<file path="src/rtl/pe_pkg.sv">
// ----------------------------------------------------------------------------
// pe_pkg
// Shared types and constants of the particle Euler step block.
// ----------------------------------------------------------------------------
`default_nettype none

package pe_pkg;

  localparam int unsigned ARENA_SIZE = 500;

  localparam logic [31:0] ARENA_Q16    = 32'(ARENA_SIZE * 65536);
  localparam logic [31:0] LIM_Q16      = 32'd32768000;
  localparam logic [63:0] LIM_SQ       = 64'd1073741824000000;
  localparam logic [19:0] GRAVITY_Q16  = 20'd642908;
  localparam logic [31:0] WIND_Q16     = 32'd655360;
  localparam logic [31:0] LIFT_Q16     = 32'd3276800;
  // drag divisor 200 * 2^16: shift by 19, then scale by the reciprocal of 25
  localparam logic [30:0] DRAG_RECIP   = 31'd1374389535;
  localparam logic [31:0] POS_RESET    = 32'd16384000;
  localparam logic [22:0] MASS_RESET   = 23'd65536;
  localparam logic [23:0] RADIUS_RESET = 24'd655360;

  typedef enum logic [2:0] {
    CFG_MASS    = 3'd0,
    CFG_RADIUS  = 3'd1,
    CFG_WIND    = 3'd2,
    CFG_LIFT    = 3'd3,
    CFG_DRAG    = 3'd4,
    CFG_START_X = 3'd5,
    CFG_START_Y = 3'd6
  } cfg_idx_t;

  typedef enum logic [1:0] {
    WIND_NONE  = 2'd0,
    WIND_RIGHT = 2'd1,
    WIND_LEFT  = 2'd2
  } wind_t;

  typedef enum logic [4:0] {
    OP_NONE,
    OP_LATCH,
    OP_BOUNCE,
    OP_SQ_X,
    OP_SQ_Y,
    OP_SQ_SUM,
    OP_SQRT_GO,
    OP_LMUL_X,
    OP_LMUL_Y,
    OP_DIV_LIM,
    OP_LSET_X,
    OP_LSET_Y,
    OP_DMUL_X,
    OP_DMUL_Y,
    OP_DIV_DRAG,
    OP_DSET_X,
    OP_DSET_Y,
    OP_GRAV,
    OP_FORCE,
    OP_IMUL_X,
    OP_IMUL_Y,
    OP_DIV_INT,
    OP_VUPD_X,
    OP_VUPD_Y,
    OP_PMUL_X,
    OP_PMUL_Y,
    OP_PUPD_X,
    OP_PUPD_Y,
    OP_LOAD_OUT
  } dp_op_t;

  typedef enum logic [5:0] {
    S_IDLE,
    S_BOUNCE,
    S_SQ_X,
    S_SQ_Y,
    S_SQ_SUM,
    S_CHECK,
    S_LSQRT_W,
    S_LMUL_X,
    S_LDIV_X,
    S_LWAIT_X,
    S_LMUL_Y,
    S_LDIV_Y,
    S_LWAIT_Y,
    S_DSQRT_W,
    S_DMUL_X,
    S_DDIV_X,
    S_DWAIT_X,
    S_DMUL_Y,
    S_DDIV_Y,
    S_DWAIT_Y,
    S_GRAV,
    S_FORCE,
    S_IMUL_X,
    S_IDIV_X,
    S_IWAIT_X,
    S_IMUL_Y,
    S_IDIV_Y,
    S_IWAIT_Y,
    S_PMUL_X,
    S_PUPD_X,
    S_PMUL_Y,
    S_PUPD_Y,
    S_DONE
  } state_t;

  typedef struct packed {
    logic over_lim;
    logic drag_en;
    logic sqrt_done;
    logic div_done;
    logic out_busy;
  } dp_status_t;

endpackage

`default_nettype wire

</file>
<file path="src/rtl/pe_ctrl.sv">
// ----------------------------------------------------------------------------
// pe_ctrl
// Step sequencer: issues one datapath command per cycle unless waiting.
// ----------------------------------------------------------------------------
`default_nettype none

module pe_ctrl (
  input  logic               clk,
  input  logic               rst_n,
  input  logic               in_valid,
  output logic               in_ready,
  input  pe_pkg::dp_status_t status,
  output pe_pkg::dp_op_t     op
);
  import pe_pkg::*;

  state_t state_r, state_nxt;
  logic   pass_r, pass_nxt;

  always_ff @(posedge clk) begin
    if (!rst_n) begin
      state_r <= S_IDLE;
      pass_r  <= 1'b0;
    end else begin
      state_r <= state_nxt;
      pass_r  <= pass_nxt;
    end
  end

  always_comb begin
    state_nxt = state_r;
    pass_nxt  = pass_r;
    case (state_r)
      S_IDLE: begin
        if (in_valid) begin
          state_nxt = S_BOUNCE;
          pass_nxt  = 1'b0;
        end
      end
      S_BOUNCE: state_nxt = S_SQ_X;
      S_SQ_X:   state_nxt = S_SQ_Y;
      S_SQ_Y:   state_nxt = S_SQ_SUM;
      S_SQ_SUM: state_nxt = S_CHECK;
      S_CHECK: begin
        if (!pass_r && status.over_lim) state_nxt = S_LSQRT_W;
        else if (status.drag_en) state_nxt = S_DSQRT_W;
        else state_nxt = S_GRAV;
      end
      S_LSQRT_W: if (status.sqrt_done) state_nxt = S_LMUL_X;
      S_LMUL_X:  state_nxt = S_LDIV_X;
      S_LDIV_X:  state_nxt = S_LWAIT_X;
      S_LWAIT_X: if (status.div_done) state_nxt = S_LMUL_Y;
      S_LMUL_Y:  state_nxt = S_LDIV_Y;
      S_LDIV_Y:  state_nxt = S_LWAIT_Y;
      S_LWAIT_Y: begin
        if (status.div_done) begin
          state_nxt = S_SQ_X;
          pass_nxt  = 1'b1;
        end
      end
      S_DSQRT_W: if (status.sqrt_done) state_nxt = S_DMUL_X;
      S_DMUL_X:  state_nxt = S_DDIV_X;
      S_DDIV_X:  state_nxt = S_DWAIT_X;
      S_DWAIT_X: state_nxt = S_DMUL_Y;
      S_DMUL_Y:  state_nxt = S_DDIV_Y;
      S_DDIV_Y:  state_nxt = S_DWAIT_Y;
      S_DWAIT_Y: state_nxt = S_GRAV;
      S_GRAV:    state_nxt = S_FORCE;
      S_FORCE:   state_nxt = S_IMUL_X;
      S_IMUL_X:  state_nxt = S_IDIV_X;
      S_IDIV_X:  state_nxt = S_IWAIT_X;
      S_IWAIT_X: if (status.div_done) state_nxt = S_IMUL_Y;
      S_IMUL_Y:  state_nxt = S_IDIV_Y;
      S_IDIV_Y:  state_nxt = S_IWAIT_Y;
      S_IWAIT_Y: if (status.div_done) state_nxt = S_PMUL_X;
      S_PMUL_X:  state_nxt = S_PUPD_X;
      S_PUPD_X:  state_nxt = S_PMUL_Y;
      S_PMUL_Y:  state_nxt = S_PUPD_Y;
      S_PUPD_Y:  state_nxt = S_DONE;
      S_DONE:    if (!status.out_busy) state_nxt = S_IDLE;
      default:   state_nxt = S_IDLE;
    endcase
  end

  always_comb begin
    op       = OP_NONE;
    in_ready = 1'b0;
    case (state_r)
      S_IDLE: begin
        in_ready = 1'b1;
        if (in_valid) op = OP_LATCH;
      end
      S_BOUNCE: op = OP_BOUNCE;
      S_SQ_X:   op = OP_SQ_X;
      S_SQ_Y:   op = OP_SQ_Y;
      S_SQ_SUM: op = OP_SQ_SUM;
      S_CHECK: begin
        if ((!pass_r && status.over_lim) || status.drag_en) op = OP_SQRT_GO;
      end
      S_LMUL_X:  op = OP_LMUL_X;
      S_LDIV_X:  op = OP_DIV_LIM;
      S_LWAIT_X: if (status.div_done) op = OP_LSET_X;
      S_LMUL_Y:  op = OP_LMUL_Y;
      S_LDIV_Y:  op = OP_DIV_LIM;
      S_LWAIT_Y: if (status.div_done) op = OP_LSET_Y;
      S_DMUL_X:  op = OP_DMUL_X;
      S_DDIV_X:  op = OP_DIV_DRAG;
      S_DWAIT_X: op = OP_DSET_X;
      S_DMUL_Y:  op = OP_DMUL_Y;
      S_DDIV_Y:  op = OP_DIV_DRAG;
      S_DWAIT_Y: op = OP_DSET_Y;
      S_GRAV:    op = OP_GRAV;
      S_FORCE:   op = OP_FORCE;
      S_IMUL_X:  op = OP_IMUL_X;
      S_IDIV_X:  op = OP_DIV_INT;
      S_IWAIT_X: if (status.div_done) op = OP_VUPD_X;
      S_IMUL_Y:  op = OP_IMUL_Y;
      S_IDIV_Y:  op = OP_DIV_INT;
      S_IWAIT_Y: if (status.div_done) op = OP_VUPD_Y;
      S_PMUL_X:  op = OP_PMUL_X;
      S_PUPD_X:  op = OP_PUPD_X;
      S_PMUL_Y:  op = OP_PMUL_Y;
      S_PUPD_Y:  op = OP_PUPD_Y;
      S_DONE:    if (!status.out_busy) op = OP_LOAD_OUT;
      default:   op = OP_NONE;
    endcase
  end

endmodule

`default_nettype wire

</file>
<file path="config.mk">
export PLATFORM = sky130hd
export DESIGN_NAME = pe_ctrl
export DESIGN_NICKNAME = d
export VERILOG_FILES = /design/src/rtl/pe_pkg.sv /design/src/rtl/pe_ctrl.sv
export SDC_FILE = /design/constraint.sdc
export NUM_CORES = 1
export LEC_CHECK = 0
export ABC_AREA = 1
export BUFFER_PORTS_ARGS = -buffer_cell sky130_fd_sc_hd__buf_4
export CAP_MARGIN = 20
export CORE_MARGIN = 1
export CORE_UTILIZATION = 50
export DETAILED_ROUTE_END_ITERATION = 10
export GPL_TIMING_DRIVEN = 1
export PLACE_DENSITY = 0.81
export SLEW_MARGIN = 20
export SYNTH_ARGS = -nofsm -noshare
export SYNTH_HDL_FRONTEND = slang
export SYNTH_SLANG_ARGS = --single-unit
export TNS_END_PERCENT = 50
</file>
<file path="constraint.sdc">
create_clock -name clk -period 2.3 [get_ports clk]
set_input_delay 0.23 -clock clk [delete_from_list [all_inputs] [get_ports clk]]
set_output_delay 0.23 -clock clk [all_outputs]
set_load 0.02 [all_outputs]
</file>
==> impl_metrics.ini <==
[synth]
ys_types = 24
synth_seq_cells = 7
syn_area_mm2 = 0.00100
synth_fp_nets = 201
synth_top_area_frac = 0.206
ys_seq_area_frac = 0.140
netlist_top_cells_area = nand2_1 21%, dfxtp_1 14%, nand3_1 12%
yosysWarningCount = 0
synthCells = 193
yosysTopAreaCell = nand2_1
synth_area_per_cell_um2 = 5.20

[die]
fp-row-count = 15
dieArea_mm2 = 0.00219
coreArea_mm2 = 0.00180
start_util = 0.557
io_pins = 14
die_w_um = 46.8
die_h_um = 46.8

[setup_path]
crit_top_cell = nand2_1
worst-r2r-setup-slack_ns = 0.60
rr_worst_depth = 10
crit_path_end = op[1]
critical_path_buf_inv_count = 2
rr_startpoint = state_r[1]
path_depth = 9
crit_path_start_kind = flip-flop
arrival_ns = 1.81
crit_slowest_cell = dfxtp_1
crit_chain = inv_1, nor2_1, nand2_2, nor2_4, nand2_1, nand2_1, a21oi_1, nand4_1, buf_4
worstSetupStartpoint = state_r[2]
slowest_delay_ns = 0.50
critPathMaxFanout = 7
critPathRequiredTime_ns = 2.07
crit_path_end_kind = output port
crit_family = simple AND/OR/NAND/NOR gates
crit_type = flip-flop to output port
reg2reg_to = state_r[1]

[cts]
cts_hold_buf = 0
cts_root_buf = clkbuf_4
clockBufferDepth = 2
cts_tree = done
cts_made_buffers = 3
clock-sinks = 7
cts_resized = 0
clkSlewWorstSetupHoldPaths_ns = 0.05
insertion_delay_ns = 0.25
htree_levels = 1
cts_setup_buffers = 0

[timing]
tns_ns = 0
rsz0062_at_grt = false
worst_pin_slew_ns = 0.430
fin_worst_skew_ns = 0.000435
post-route-period-util = 0.885
slew_violations = 0
slew-limit-headroom = 0.713
finalSetupViolCount = 0
fmax_mhz = 491
post-route-worst-setup-slack_ns = 0.265
min_period_ns = 2.04
final_hold_viol_count = 0

[final_layout]
syn_to_final_growth_pct = 13.5
fin_nets = 216
fillers = 191
drive_gt1_frac = 0.159
diodes = 0

[power_and_ir_drop]
clkPwrFrac = 0.091
ir_drop_uv = 753
seq_power_share = 0.180
p_int_mw = 0.515
combPwrFrac = 0.729
p_per_area_mw_per_mm2 = 1050
p_switching_mw = 0.683
power_mw = 1.20
swShare = 0.570
p_leak_nw = 0.622

[global_route]
grt_pass1_vias = 1168
grt_max_degree = 18
grt-ovfl-total = 0
grt_pass1_wl_mm = 5.15
antenna_found_initial = 0
grt_util_all_layers = 0.340

[routing]
vias = 1355
totalWireLength_mm = 3.24
viasPerCell = 5.84
drt-pass1-iter-count = 5
routed_wire_length_per_instance_um = 14.0
first_iter_violations = 106
drc = 0
ant_nets = 0

[placement]
gp_congestion = 0.953
pre_cts_slack_ns = 0.546
hpwl_mm = 2.61
port_buffers = 13

[hold_path]
min_path_type = primary input to flip-flop

[run_status]
outcome = complete, no violations

[job]
max_cap_violations = 0
worst min-delay path by stage:
stage,from,to,depth (start not counted)
CTS,rst_n,state_r[0],3
floorplan,rst_n,state_r[3],2
global route,rst_n,state_r[0],3
detailed placement,rst_n,state_r[0],3
global placement,rst_n,state_r[3],3
finish,rst_n,state_r[0],3
registers in the layout, summed over array words and instances, names as in the netlist:
signal and flops:
pass_r 1, state_r 6
cell usage after synthesis, drive strengths merged:
cell / instances
o21ai: 5
a31oi: 2
buf: 3
nor4: 1
nand4: 5
nand3: 27
inv: 24
a21oi: 14
nor2: 41
nor3b: 1
nand2: 57
dfxtp: 7
or2: 1
nor3: 4
o211ai: 1
per-layer routing:
metal,part of all wire,up-vias,track usage
li1,-,660,-
met1,0.38,590,0.457
met2,0.46,92,0.547
met3,0.13,13,0.0500
met4,0.027,0,0.137
met5,0,-,0
cell usage in the layout, fill, tap and decap left out, types with 2 or more instances in the layout:
master | Yosys | final
nand2_1 | 55 | 55
nor2_1 | 33 | 33
nand3_1 | 25 | 25
inv_1 | 20 | 20
a21oi_1 | 14 | 14
buf_4 | 2 | 13
dfxtp_1 | 7 | 7
nand4_1 | 5 | 5
nor2_4 | 4 | 4
nor2_2 | 4 | 4
inv_2 | 4 | 4
nor3_1 | 4 | 4
o21ai_0 | 3 | 3
clkbuf_4 | 0 | 3
nand3_2 | 2 | 2
a31oi_1 | 2 | 2
through the flow:
stage	instances	cell area [µm²]	hold slack [ns]	utilization
after floorplan	193	1000	0.350	-
final	232	1140	0.219	0.632
after CTS	232	1140	0.214	0.632
after global placement	228	1110	0.464	0.617
after detailed placement	228	1110	0.479	0.617
after global routing	232	1140	0.216	0.632
layout make-up:
class | instances | area, µm² | share of cell area
Multi-Input combinational cell | 159 | 753 | 0.662
Timing Repair Buffer | 13 | 97.6 | 0.0857
Clock buffer | 4 | 26.3 | 0.0231
Sequential cell | 7 | 140 | 0.123
Tap cell | 25 | 31.3 | 0.0275
Inverter | 24 | 90.1 | 0.0791
kinds of logic (layout without fill, tap and decap cells):
group | count (synthesis) | count (layout) | share of synthesized area
flip-flops | 7 | 7 | 0.140
AND/OR/NAND/NOR | 137 | 137 | 0.632
buffers and inverters | 27 | 41 | 0.110
AO/OA/AOI/OAI | 22 | 22 | 0.118
worst register-to-register path: stages (launching register included):
cell and delay, ns:
dfxtp_1 0.48, inv_2 0.08, nor2_1 0.27, nand3_1 0.19, nand2_1 0.18, inv_1 0.06, nand2_1 0.06, nor2_1 0.05
nand2_1 0.08, nand2_1 0.06, a21oi_1 0.12
power groups by stage:
stage	logic, mW	registers (mW)	clock network, mW
floorplan	0.606	0.197	0
global placement	0.844	0.208	0
detailed placement	0.854	0.215	0
CTS	0.854	0.212	0.115
global route	0.938	0.219	0.119
finish	0.872	0.216	0.109
Note: power is estimated with default switching activity, not from simulation.
